--- config.mk ---
export PLATFORM = sky130hd
export DESIGN_NAME = rlh_queue
export DESIGN_NICKNAME = d
export VERILOG_FILES = /design/src/rtl/core/rlh_pkg.sv /design/src/rtl/core/rlh_queue.sv
export SDC_FILE = /design/constraint.sdc
export NUM_CORES = 1
export LEC_CHECK = 0
export ABC_AREA = 1
export BUFFER_PORTS_ARGS = -buffer_cell sky130_fd_sc_hd__buf_2
export CORE_AREA = 2 2 152 154
export CTS_CLUSTER_SIZE = 14
export DETAILED_ROUTE_END_ITERATION = 7
export DIE_AREA = 0 0 154 156
export SYNTH_ARGS = -nofsm -noshare
export SYNTH_HDL_FRONTEND = slang
export SYNTH_SLANG_ARGS = --single-unit
--- constraint.sdc ---
create_clock -name i_clk -period 4.4 [get_ports i_clk]
set_input_delay 0.66 -clock i_clk [delete_from_list [all_inputs] [get_ports i_clk]]
set_output_delay 0.66 -clock i_clk [all_outputs]
set_load 0.005 [all_outputs]
--- src/rtl/core/rlh_pkg.sv ---
package rlh_pkg;

    localparam int BINS  = 256;
    localparam int BIN_W = 8;

    // Operation codes on the input channel
    localparam logic [1:0] OP_CLEAR = 2'd0;
    localparam logic [1:0] OP_ACCUM = 2'd1;
    localparam logic [1:0] OP_READ  = 2'd2;

    // Channel numbers
    localparam logic [1:0] CH_RED   = 2'd0;
    localparam logic [1:0] CH_GREEN = 2'd1;
    localparam logic [1:0] CH_BLUE  = 2'd2;
    localparam logic [1:0] CH_LUMA  = 2'd3;

    // Luma weights in thousandths; the weighted sum fits in 18 bits (max 255000)
    localparam int          SUM_W   = 18;
    localparam logic [17:0] LUMA_WR = 18'd299;
    localparam logic [17:0] LUMA_WG = 18'd587;
    localparam logic [17:0] LUMA_WB = 18'd114;

    // floor(s / 1000) == (s * ceil(2^30 / 1000)) >> 30 for every s below 6e6
    localparam int          PROD_W     = 39;
    localparam int          LUMA_SHIFT = 30;
    localparam logic [38:0] LUMA_RECIP = 39'd1073742;

    localparam int QUEUE_DEPTH = 4;
    localparam int QPTR_W      = 2;

    typedef struct packed {
        logic [1:0]       op;
        logic [BIN_W-1:0] red;
        logic [BIN_W-1:0] green;
        logic [BIN_W-1:0] blue;
        logic [BIN_W-1:0] luma;
        logic [BIN_W-1:0] bin_index;
    } t_item;

    function automatic logic [BIN_W-1:0] item_bin(input t_item it, input logic [1:0] ch);
        logic [BIN_W-1:0] bin;
        case (ch)
            CH_RED:   bin = it.red;
            CH_GREEN: bin = it.green;
            CH_BLUE:  bin = it.blue;
            CH_LUMA:  bin = it.luma;
            default:  bin = it.luma;
        endcase
        return bin;
    endfunction

endpackage

--- src/rtl/core/rlh_queue.sv ---
module rlh_queue (
    input  logic           i_clk,
    input  logic           i_rst_n,
    input  logic           i_push,
    input  rlh_pkg::t_item i_item,
    output logic           o_full,
    input  logic           i_pop,
    output rlh_pkg::t_item o_head,
    output logic           o_empty
);

    import rlh_pkg::*;

    t_item           r_entry [QUEUE_DEPTH];
    logic [QPTR_W-1:0] r_wr_ptr;
    logic [QPTR_W-1:0] r_rd_ptr;
    logic [QPTR_W:0]   r_count;

    assign o_full  = (r_count == (QPTR_W+1)'(QUEUE_DEPTH));
    assign o_empty = (r_count == '0);
    assign o_head  = r_entry[r_rd_ptr];

    always_ff @(posedge i_clk) begin
        if (!i_rst_n) begin
            r_wr_ptr <= '0;
            r_rd_ptr <= '0;
            r_count  <= '0;
        end else begin
            if (i_push) begin
                r_wr_ptr <= r_wr_ptr + 1'b1;
            end
            if (i_pop) begin
                r_rd_ptr <= r_rd_ptr + 1'b1;
            end
            if (i_push && !i_pop) begin
                r_count <= r_count + 1'b1;
            end else if (i_pop && !i_push) begin
                r_count <= r_count - 1'b1;
            end
        end
        if (i_push) begin
            r_entry[r_wr_ptr] <= i_item;
        end
    end

endmodule

==> impl_metrics.py <==
metrics = {
    "final_layout": {
        "area_growth_pct": 18.26,
        "final_util_pct": 35.21,
        "drive_gt1_share_pct": 23.09,
        "nNetsFinal": 602,
        "design_area_sq_mm": 0.007875,
    },
    "critical_path": {
        "path_buf_inv": 4,
        "crit_cells": 6,
        "critPathTopFamily": "buffers and inverters",
        "start_kind": "register",
        "crit_required_ns": 3.74,
        "path_class": "reg2out",
        "path_common_cell": "buf_4",
        "critPathCaptureType": "primary output",
        "path_cells": "buf_4, inv_1, buf_4, o21ai_1, o22ai_1, buf_2",
        "rr_worst_depth": 4,
        "r2r-end": "r_entry[0][22]",
        "worstPathArrival_ns": 2.57,
        "crit_path_end": "o_head[37]",
        "r2r_setup_slack_ns": 2.55,
        "cp_max_fo": 43,
        "slowest_stage": "inv_1",
        "max_stage_delay_ns": 0.77,
        "r2r_start": "r_wr_ptr[0]",
    },
    "synthesis": {
        "synth_common_cells": "168 x edfxtp_1, 89 x nor2_1, 64 x o21ai_0",
        "synth-main-ff-cell": "edfxtp_1",
        "ys_async_sr_fraction_pct": 0,
        "ys_seq_area_share_pct": 78.47,
        "yosys-top-cells-area": "edfxtp_1 76%, nor2_1 5.0%, o21ai_0 4.8%",
        "yosys.cell_types.count": 19,
        "synth_top_area_share_pct": 75.76,
        "ys_ff_latch": 177,
        "syn_avg_cell_area_sq_um": 14.35,
        "synth_area_sq_mm": 0.006659,
        "syn-num-nets": 516,
        "syn_inst": 464,
        "synth_edf_count": 168,
        "yosysTopAreaCell": "edfxtp_1",
        "synth.most_common_cell": "edfxtp_1",
        "ys_warn_count": 0,
    },
    "routing": {
        "drt_pass1_iterations": 4,
        "drc": 0,
        "drtAntennaViolNets": 0,
        "wl_per_cell_microns": 16.63,
        "num_vias": 4070,
        "drtIter0Drc": 262,
        "vias_per_cell": 4.788,
        "wirelength_mm": 14.13,
    },
    "hold_path": {
        "hold_path.class": "in2reg",
        "hold_start": "i_item[7]",
    },
    "clocking": {
        "cts_resized": 0,
        "cts.clk_slew.worst_paths_ns": 0.06,
        "clockBufferDepth": 2,
        "cts_made_buffers": 17,
        "h-tree-depth": 4,
        "cts.sinks": 177,
        "insertion_delay_ns": 0.43,
        "root_buffer": "clkbuf_16",
        "cts-hold-fix-buffers": 0,
        "cts_setup_buffers": 0,
        "cts_tree": "built",
    },
    "die": {
        "start_util_pct": 29.77,
        "core_sq_mm": 0.02237,
        "rows": 55,
        "die_h_microns": 156,
        "io_pins": 90,
        "die_w_microns": 154,
        "die-area_sq_mm": 0.02402,
    },
    "place": {
        "gp_congestion": 0.6966,
        "port_buffers": 89,
        "hpwl_mm": 8.041,
        "place_area_sq_mm": 0.007328,
    },
    "global_routing": {
        "antenna_found_initial": 4,
        "grt_pass1_wl_mm": 21.87,
        "grt-ovfl-total": 0,
        "grt_max_degree": 85,
        "grt_pass1_vias": 4104,
        "grt_usage_pct": 11.98,
    },
    "sta": {
        "rsz0062_at_grt": "no",
        "finalSetupTns_ns": 0,
        "final_max_slew_viol_count": 0,
        "hold_viol": 0,
        "setup_violations": 0,
        "max_freq_mhz": 309.7,
        "tightest_slew_ns": 1.138,
        "fin_skew_ns": 0.01090,
        "max_slew_margin_pct": 24.01,
        "finalCritPeriodShare_pct": 73.38,
        "fin_crit_ns": 3.229,
    },
    "status": {
        "outcome": "finished clean",
    },
    "pwr": {
        "power_density_mw_per_mm2": 463.8,
        "finalPower_uw": 3652,
        "p_leak_uw": 0.002754,
        "ir_drop_mv": 0.2385,
    },
    "flow_run": {
        "drv_cap": 0,
    },
}
worst min path at each step:
stage | to | depth (start not counted)
final | r_entry[1][7] | 1
after global routing | r_entry[1][7] | 1
after CTS | r_entry[1][40] | 1
after detailed placement | register | 1
after global placement | register | 1
after floorplan | register | 1
sequential cells by signal (all words and copies together), names as in the netlist, named ones only:
register,flops
r_entry,168
r_count,3
r_rd_ptr,2
r_wr_ptr,2
cells in the final DEF, fill, tap and decap left out, drive strengths merged, types with 2 or more instances in the layout:
cell type  count
o21ai         90
nand2          9
o22ai         42
clkinv         7
nor3           2
dfxtp          9
diode          2
clkinvlp       2
edfxtp       168
clkbuf        18
inv           21
nor2          89
a21oi          4
ha             5
buf           93
cells by family after synthesis:
kind of cell    after synthesis  synth area share, %
simple gates                102                5.844
fa+ha+maj                     6                1.240
flops                       177                78.47
buf+inv                      43                3.439
compound gates              136                11.01
stage by stage:
step / hold slack, ns / setup WS (ns) / cells
6_report: 0.4460 / 1.171 / 850
5_1_grt: 0.4240 / 0.9294 / 848
4_1_cts: 0.4254 / 1.096 / 848
3_5_place_dp: 0.4473 / 1.549 / 816
3_3_place_gp: 0.4361 / 1.494 / 816
2_1_floorplan: 0.4181 / 2.485 / 464
routing by layer:
metal,vias up,GRT usage [%],routed length (microns),part of all wire (%)
met4,8,4.228,204,1.4
met2,94,19.71,6874,49
met5,-,0,50,0.35
li1,1904,-,-,-
met3,28,4.833,832,5.9
met1,2036,14.29,6170,44
report_power, final:
group,leakage (uW),total [uW],switching (uW),internal (uW)
sequential,0.00162,1940,19.7,1920
combinational,0.000869,310,202,107
clock,0.000266,1400,624,776
final cells by class:
class                           instances  area, sq um
Clock inverter                         14        112.6
Multi-Input combinational cell        244         1205
Timing Repair Buffer                   93        475.5
Sequential cell                       177         5228
Tap cell                              285        356.6
Antenna cell                            2        5.005
Clock buffer                           18        429.2
Fill cell                            2127        14490
Inverter                               17        63.81
No activity file was read; power rests on OpenSTA's default activity.
