File: src/rtl/core/rlh_pkg.sv
package rlh_pkg;

    localparam int BINS  = 256;
    localparam int BIN_W = 8;

    // Operation codes on the input channel
    localparam logic [1:0] OP_CLEAR = 2'd0;
    localparam logic [1:0] OP_ACCUM = 2'd1;
    localparam logic [1:0] OP_READ  = 2'd2;

    // Channel numbers
    localparam logic [1:0] CH_RED   = 2'd0;
    localparam logic [1:0] CH_GREEN = 2'd1;
    localparam logic [1:0] CH_BLUE  = 2'd2;
    localparam logic [1:0] CH_LUMA  = 2'd3;

    // Luma weights in thousandths; the weighted sum fits in 18 bits (max 255000)
    localparam int          SUM_W   = 18;
    localparam logic [17:0] LUMA_WR = 18'd299;
    localparam logic [17:0] LUMA_WG = 18'd587;
    localparam logic [17:0] LUMA_WB = 18'd114;

    // floor(s / 1000) == (s * ceil(2^30 / 1000)) >> 30 for every s below 6e6
    localparam int          PROD_W     = 39;
    localparam int          LUMA_SHIFT = 30;
    localparam logic [38:0] LUMA_RECIP = 39'd1073742;

    localparam int QUEUE_DEPTH = 4;
    localparam int QPTR_W      = 2;

    typedef struct packed {
        logic [1:0]       op;
        logic [BIN_W-1:0] red;
        logic [BIN_W-1:0] green;
        logic [BIN_W-1:0] blue;
        logic [BIN_W-1:0] luma;
        logic [BIN_W-1:0] bin_index;
    } t_item;

    function automatic logic [BIN_W-1:0] item_bin(input t_item it, input logic [1:0] ch);
        logic [BIN_W-1:0] bin;
        case (ch)
            CH_RED:   bin = it.red;
            CH_GREEN: bin = it.green;
            CH_BLUE:  bin = it.blue;
            CH_LUMA:  bin = it.luma;
            default:  bin = it.luma;
        endcase
        return bin;
    endfunction

endpackage

File: src/rtl/core/rlh_front.sv
module rlh_front (
    input  logic          i_clk,
    input  logic          i_rst_n,
    input  logic          i_hold,
    input  logic          i_valid,
    output logic          o_ready,
    input  logic [1:0]    i_operation,
    input  logic [7:0]    i_red,
    input  logic [7:0]    i_green,
    input  logic [7:0]    i_blue,
    input  logic [7:0]    i_bin_index,
    output logic          o_push,
    output rlh_pkg::t_item o_item,
    input  logic          i_full
);

    import rlh_pkg::*;

    logic              r_s1_v;
    t_item             r_s1_item;
    logic [SUM_W-1:0]  r_s1_sum;
    logic              r_s2_v;
    t_item             r_s2_item;

    logic              s2_free;
    logic              s1_move;
    logic              accept;
    logic [SUM_W-1:0]  n_sum;
    logic [PROD_W-1:0] prod;
    t_item             n_s2_item;

    assign o_push  = r_s2_v && !i_full;
    assign s2_free = !r_s2_v || o_push;
    assign s1_move = r_s1_v && s2_free;
    assign o_ready = (!r_s1_v || s1_move) && !i_hold;
    assign accept  = i_valid && o_ready;
    assign o_item  = r_s2_item;

    assign n_sum = SUM_W'(i_red) * LUMA_WR + SUM_W'(i_green) * LUMA_WG
                 + SUM_W'(i_blue) * LUMA_WB;
    assign prod  = PROD_W'(r_s1_sum) * LUMA_RECIP;

    always_comb begin
        n_s2_item      = r_s1_item;
        n_s2_item.luma = prod[LUMA_SHIFT+BIN_W-1:LUMA_SHIFT];
    end

    always_ff @(posedge i_clk) begin
        if (!i_rst_n) begin
            r_s1_v <= 1'b0;
            r_s2_v <= 1'b0;
        end else begin
            // unused operation code is accepted and dropped here
            if (accept) begin
                r_s1_v <= (i_operation == OP_CLEAR) || (i_operation == OP_ACCUM)
                       || (i_operation == OP_READ);
            end else if (s1_move) begin
                r_s1_v <= 1'b0;
            end
            if (s1_move) begin
                r_s2_v <= 1'b1;
            end else if (o_push) begin
                r_s2_v <= 1'b0;
            end
        end
        if (accept) begin
            r_s1_item.op        <= i_operation;
            r_s1_item.red       <= i_red;
            r_s1_item.green     <= i_green;
            r_s1_item.blue      <= i_blue;
            r_s1_item.luma      <= '0;
            r_s1_item.bin_index <= i_bin_index;
            r_s1_sum            <= n_sum;
        end
        if (s1_move) begin
            r_s2_item <= n_s2_item;
        end
    end

endmodule

File: config.mk
export PLATFORM = sky130hd
export DESIGN_NAME = rlh_front
export DESIGN_NICKNAME = d
export VERILOG_FILES = /design/src/rtl/core/rlh_pkg.sv /design/src/rtl/core/rlh_front.sv
export SDC_FILE = /design/constraint.sdc
export NUM_CORES = 1
export LEC_CHECK = 0
export CAP_MARGIN = 20
export CELL_PAD_IN_SITES_DETAIL_PLACEMENT = 0
export CELL_PAD_IN_SITES_GLOBAL_PLACEMENT = 1
export CORE_UTILIZATION = 27
export CTS_CLUSTER_SIZE = 24
export DETAILED_ROUTE_END_ITERATION = 10
export DONT_BUFFER_PORTS = 1
export GPL_TIMING_DRIVEN = 0
export PLACE_DENSITY = 0.59
export SLEW_MARGIN = 20
export SYNTH_ARGS = -nofsm -noshare
export SYNTH_HDL_FRONTEND = slang
export SYNTH_SLANG_ARGS = --single-unit
File: constraint.sdc
create_clock -name i_clk -period 7.26 [get_ports i_clk]
set_input_delay 1.452 -clock i_clk [delete_from_list [all_inputs] [get_ports i_clk]]
set_output_delay 1.452 -clock i_clk [all_outputs]
set_load 0.05 [all_outputs]
==> impl_metrics.csv, run 1 <==
group,metric,value,unit
status,status,"finished clean",
cts,htree_levels,3,
global_routing,grt-ovfl-total,0,
timing,period_share,95.8,%
critical_path,crit_chain,"fa_1, inv_1, fa_1, inv_1, ha_1, ha_1, inv_1, fa_1, xnor2_1, ha_1, fa_1, inv_1, fa_1, inv_1, fa_1, ha_4, nand4_1, a211oi_4, nor3_4, o31ai_2, a21oi_2, xnor2_2",
placement,finalWeightedCongestion,0.802,
timing,fmax,144,MHz
timing,rsz0062_at_grt,"false",
flow_run,maxCapViolCount,0,
synth,synthFlopType,"edfxtp_1",
critical_path,worst_ep_arrival_time,7.06,ns
critical_path,r2r_slack,1.08,ns
cts,root_buffer,"clkbuf_16",
synth,synthCells,1029,
placement,io_buffers,0,
placement,dpl.hpwl,20.6,mm
die,core_area,0.0420,mm2
synth,ys_ff_latch,96,
detailed_routing,wire_per_inst,14.8,um
critical_path,cp.required,7.36,ns
timing,slew_viol_final,0,
synth,synth_edf_count,94,
cells_and_area,drive_gt1_share,3.82,%
timing,hold_violations,0,
cells_and_area,finalNonFillerCells,1586,
timing,period_minus_slack,6.96,ns
detailed_routing,drc,0,
critical_path,slowest_delay,0.53,ns
die,die_w,209,um
placement,place_ws,-0.356,ns
detailed_routing,ant_nets,0,
critical_path,cp-start-kind,"input pin",
synth,ys_seq_area_share,24.8,%
detailed_routing,via_per_inst,4.27,
global_routing,grt_max_degree,54,
cts,worstSkewPairLatency,0.36,ns
synth,syn-cell-area,0.0115,mm2
die,initial_utilization,27.5,%
timing,finalSetupViolCount,0,
critical_path,worst_path_most_repeated_cell,"fa_1",
global_routing,grt_pass1_vias,7126,
critical_path,path_max_fanout,6,
synth,synth_area_leaders,"ha_1, fa_1, edfxtp_1, inv_1, a21oi_1",
timing,skew,0.00786,ns
critical_path,path_buf_inv,5,
cts,clock_path_buffers,2,
synth,yosysTopAreaCellShare,27.5,%
synth,async_reset_ff_share,0,%
synth,avgSynthCellArea,11.2,um2
detailed_routing,drt_iter0_markers,255,
timing,worst_pin_slew,0.934,ns
synth,synth_cell_types,48,
detailed_routing,dr.pass1.iters,5,
global_routing,grt_pass1_wl,38.3,mm
detailed_routing,dr_total_vias,6771,
global_routing,antenna_found_initial,0,
timing,finalSetupTns,0,ns
critical_path,critPathTopFamily,"adder cells",
synth,yosysTopAreaCell,"ha_1",
cts,cts_tree,"built",
synth,yosys_warnings,0,
cts,clock_sinks,96,
die,rows,75,
timing,layout_setup_ws,0.303,ns
global_routing,track_usage,11.5,%
cts,cts_made_buffers,9,
critical_path,critPathKind,"input pin to register",
die,die_area,0.0436,mm2
cells_and_area,layout.nets,1482,
timing,slew_headroom,37.6,%
cells_and_area,antennaDiodeCount,0,
detailed_routing,drt-total-wl,23.6,mm
worst_hold_path,hold_class,"register to register",
synth,syn_nets,1469,
die,ios,83,
critical_path,end_kind,"register",
cts,cts_hold_buffers,0,
cells_and_area,syn2layout_area_growth,9.96,%
placement,placed_cells,1570,
critical_path,crit_slowest_cell,"fa_1",
cts,clkTransAtPathRegs,0.08,ns
die,die_h,209,um
[layer usage]
layer	global-route usage (%)	up-vias	share of wire (%)	wire, um
met5	0	-	0	0
met4	1.83	0	0.80	189
met3	2.22	14	2.9	685
met2	18.9	67	48	11200
met1	15.9	3344	49	11500
li1	-	3346	-	-
[layout by cell type (no fill, tap or decap), types with 2 or more instances in the layout]
cell,netlist,final
nand4_1,8,8
o21ai_0,16,16
and4_1,2,2
or2_2,2,2
nand2_1,12,12
inv_8,0,2
nor3_1,3,2
o31a_1,2,2
and2_1,3,2
fa_1,147,147
nor2b_1,3,3
nand2b_1,3,3
a31oi_1,5,4
o21a_1,3,3
inv_6,0,2
and3_1,2,2
xnor2_1,18,17
inv_1,328,328
clkbuf_16,0,9
ha_2,0,2
nor2_1,7,7
nand3_1,9,9
o211ai_1,4,4
ha_1,254,251
edfxtp_1,94,94
buf_16,0,2
a21o_1,22,22
xor2_1,12,12
dfxtp_1,2,2
o21bai_1,4,4
a21oi_1,38,37
[cell families after synthesis]
| logic type | Yosys count | synth area share (%) |
|---|---|---|
| DFF | 96 | 24.8 |
| xor gates and xnor gates | 30 | 2.27 |
| buffers and inverters | 329 | 10.7 |
| adders and majority gates | 401 | 53.0 |
| and+or+nand+nor | 58 | 2.73 |
| AOI/OAI and AO/OA | 115 | 6.52 |
[synthesized netlist by cell type, types with 2 or more instances]
master / number
a21oi_1: 38
ha_1: 254
xor2_1: 12
nor2b_1: 3
a21boi_0: 2
a211oi_1: 2
a21o_1: 22
o21ai_0: 16
dfxtp_1: 2
o31ai_1: 2
o22ai_1: 2
edfxtp_1: 94
and4_1: 2
and3_1: 2
nand4_1: 8
or2_2: 2
nor3_1: 3
nand3_1: 9
nand2b_1: 3
nor2_1: 7
o211ai_1: 4
a31oi_1: 5
and2_1: 3
o21bai_1: 4
nand2_1: 12
o21a_1: 3
o31a_1: 2
fa_1: 147
inv_1: 328
xnor2_1: 18
[path summary, 6_finish.rpt]
check,start,endpoint,cells past startpoint
min reg2reg,n_s2_item[19],o_item[19],0
max reg2reg,r_s1_sum[15],o_item[14],18
max,i_blue[0],r_s1_sum[17],22
min,n_s2_item[19],o_item[19],0
[timing repair]
| item | 4_1_cts | 5_1_grt |
|---|---|---|
| pin swaps | 0 | 6 |
| endpoints found under the setup margin | 1 | 3 |
| endpoints found under the hold margin | 0 | 0 |
| setup buffers | 0 | 0 |
| resized for setup | 1 | 14 |
| gates cloned | 0 | 0 |
[sequential cells by signal (all words and copies together) (netlist names)]
register and count:
o_item 42, r_s1_sum 18, r_s1_v 1, r_s2_v 1, n_s2_item 34
[per-stage QoR]
step,util (%),instance area [um2],hold WS (ns)
final,30.2,12700,0.419
after global routing,30.2,12700,0.426
after CTS,30.0,12600,0.422
after detailed placement,29.3,12300,0.405
after global placement,29.1,12200,0.401
after floorplan,-,11500,0.400
[area by class of cell]
cell class,count,area [um2]
Sequential cell,96,2860
Clock inverter,7,95.1
Timing Repair Buffer,2,55.1
Multi-Input combinational cell,604,7550
Clock buffer,9,225
Tap cell,539,674
Inverter,328,1230
Fill cell,4330,29300
Buffer,1,3.75
Power of run 1 is left out: the tool's default activity adds up to more than one toggle a clock period on the data nets, which glitch-free logic cannot reach.
==> run 2, diff against run 1 <==
--- a/config.mk
+++ b/config.mk
@@ -5,15 +5,15 @@
 export SDC_FILE = /design/constraint.sdc
 export NUM_CORES = 1
 export LEC_CHECK = 0
-export CAP_MARGIN = 20
 export CELL_PAD_IN_SITES_DETAIL_PLACEMENT = 0
 export CELL_PAD_IN_SITES_GLOBAL_PLACEMENT = 1
-export CORE_UTILIZATION = 27
+export CORE_UTILIZATION = 48
 export CTS_CLUSTER_SIZE = 24
 export DETAILED_ROUTE_END_ITERATION = 10
 export DONT_BUFFER_PORTS = 1
 export GPL_TIMING_DRIVEN = 0
-export PLACE_DENSITY = 0.59
+export PLACE_DENSITY = 0.88
+export REMOVE_ABC_BUFFERS = 1
 export SLEW_MARGIN = 20
 export SYNTH_ARGS = -nofsm -noshare
 export SYNTH_HDL_FRONTEND = slang
==> run 2 against run 1 <==
Effect of this change: core utilization up 22 points; die area down 43%; hold slack worse by 0.0026 ns; non-clock buffer count down 1.
==> impl_metrics.csv, run 2 (synthesis results as in run 1) <==
group,metric,value,unit
placement,io_buffers,0,
cts,root_buffer,"clkbuf_16",
timing,slew_headroom,36.0,%
global_routing,grt_max_degree,54,
worst_hold_path,worstHoldEndpoint,"o_item[19]",
cells_and_area,syn2layout_area_growth,7.13,%
timing,finalSetupTns,0,ns
cells_and_area,largest_reg_flops,42,
critical_path,slowest_delay,0.54,ns
placement,dpl.hpwl,18.7,mm
critical_path,worst_ep_arrival_time,7.03,ns
cts,clkTransAtPathRegs,0.07,ns
cells_and_area,drive_gt1_share,3.25,%
critical_path,cp-start-kind,"input pin",
critical_path,end_kind,"register",
timing,skew,0.00768,ns
critical_path,r2r_slack,1.24,ns
status,status,"finished clean",
critical_path,rr_endpoint,"o_item[13]",
worst_hold_path,min_path_cells,0,
timing,fmax,144,MHz
cts,postCtsSetupBuffers,0,
timing,period_minus_slack,6.94,ns
critical_path,critPathKind,"input pin to register",
die,rows,56,
cells_and_area,final_cell_mix,"inv_1, ha_1, fa_1",
detailed_routing,drt_iter0_markers,285,
timing,worst_pin_slew,0.958,ns
critical_path,path_buf_inv,6,
cells_and_area,antennaDiodeCount,0,
global_routing,antenna_found_initial,0,
flow_run,maxCapViolCount,0,
cells_and_area,fin_util,52.6,%
cts,clock_sinks,96,
detailed_routing,dr.pass1.iters,6,
die,core_area,0.0235,mm2
global_routing,grt-ovfl-total,0,
cells_and_area,layout.nets,1481,
global_routing,track_usage,18.7,%
timing,hold_violations,0,
cells_and_area,multiInputGateArea,0.00750,mm2
timing,slew_viol_final,0,
critical_path,crit_slowest_cell,"fa_1",
cts,htree_levels,3,
die,die_area,0.0247,mm2
detailed_routing,wire_per_inst,15.9,um
critical_path,critPathTopFamily,"adder cells",
detailed_routing,via_per_inst,5.01,
critical_path,worst_path_most_repeated_cell,"inv_1",
worst_hold_path,hold_start,"n_s2_item[19]",
detailed_routing,dr_total_vias,6843,
timing,period_share,95.6,%
die,ios,83,
detailed_routing,drc,0,
die,die_h,157,um
cts,cts_tree,"built",
global_routing,grt_pass1_vias,6985,
detailed_routing,ant_nets,0,
die,initial_utilization,49.1,%
cts,clock_path_buffers,2,
placement,place_area,0.0120,mm2
critical_path,r2r_start,"r_s1_sum[15]",
cts,worstSkewPairLatency,0.35,ns
global_routing,grt_pass1_wl,34.9,mm
placement,finalWeightedCongestion,0.872,
worst_hold_path,hold_class,"register to register",
timing,finalSetupViolCount,0,
critical_path,cp.required,7.35,ns
critical_path,rr_worst_depth,18,
cells_and_area,finalInstanceArea,0.0124,mm2
die,die_w,157,um
critical_path,path_max_fanout,5,
detailed_routing,drt-total-wl,21.6,mm
cells_and_area,layout_commonest_cell,"inv_1",
cells_and_area,fill_cells,2082,
cts,cts_made_buffers,9,
cells_and_area,ff_latch_area,0.00286,mm2
-- run 2: cell count changes in the layout (fill, tap and decap cells not counted), sizes merged --
cell  delta
inv      -1
-- run 2: what timing repair did --
item | CTS | global route
gates resized for setup | 0 | 6
endpoints found under the setup margin | 0 | 3
hold buffers | 0 | 0
endpoints found under the hold margin | 0 | 0
-- run 2: layout make-up --
class                   instances  share of cell area [%]
inverters                     328                    9.95
multi-input cells             604                    60.6
flip-flops and latches         96                    23.1
clock buffers                  10                    1.93
repair buffers                  2                   0.445
clock inverters                 6                   0.698
well taps                     319                    3.23
-- run 2: routing by layer --
metal	GRT usage [%]	wire, um
met2	33.3	11100
met4	3.70	355
met3	3.72	866
met5	0	0
met1	23.5	9290
-- run 2: how the worst max path moves through the flow --
stage / start / endpoint / depth (start not counted)
global placement: i_blue[0] / r_s1_sum[17] / 23
global route: i_blue[0] / r_s1_sum[17] / 23
CTS: i_blue[0] / r_s1_sum[17] / 23
floorplan: i_blue[0] / r_s1_sum[17] / 23
detailed placement: i_blue[0] / r_s1_sum[17] / 23
finish: i_blue[0] / r_s1_sum[17] / 25
-- run 2: metrics by stage --
| stage | cells | worst slack [ns] | hold WS [ns] |
|---|---|---|---|
| finish | 1365 | 0.318 | 0.416 |
| floorplan | 1028 | 0.208 | 0.400 |
| global placement | 1347 | -0.220 | 0.400 |
| detailed placement | 1349 | -0.253 | 0.405 |
| CTS | 1365 | 0.0765 | 0.417 |
| global route | 1365 | -0.00392 | 0.422 |
Power of run 2 is left out for the same reason.
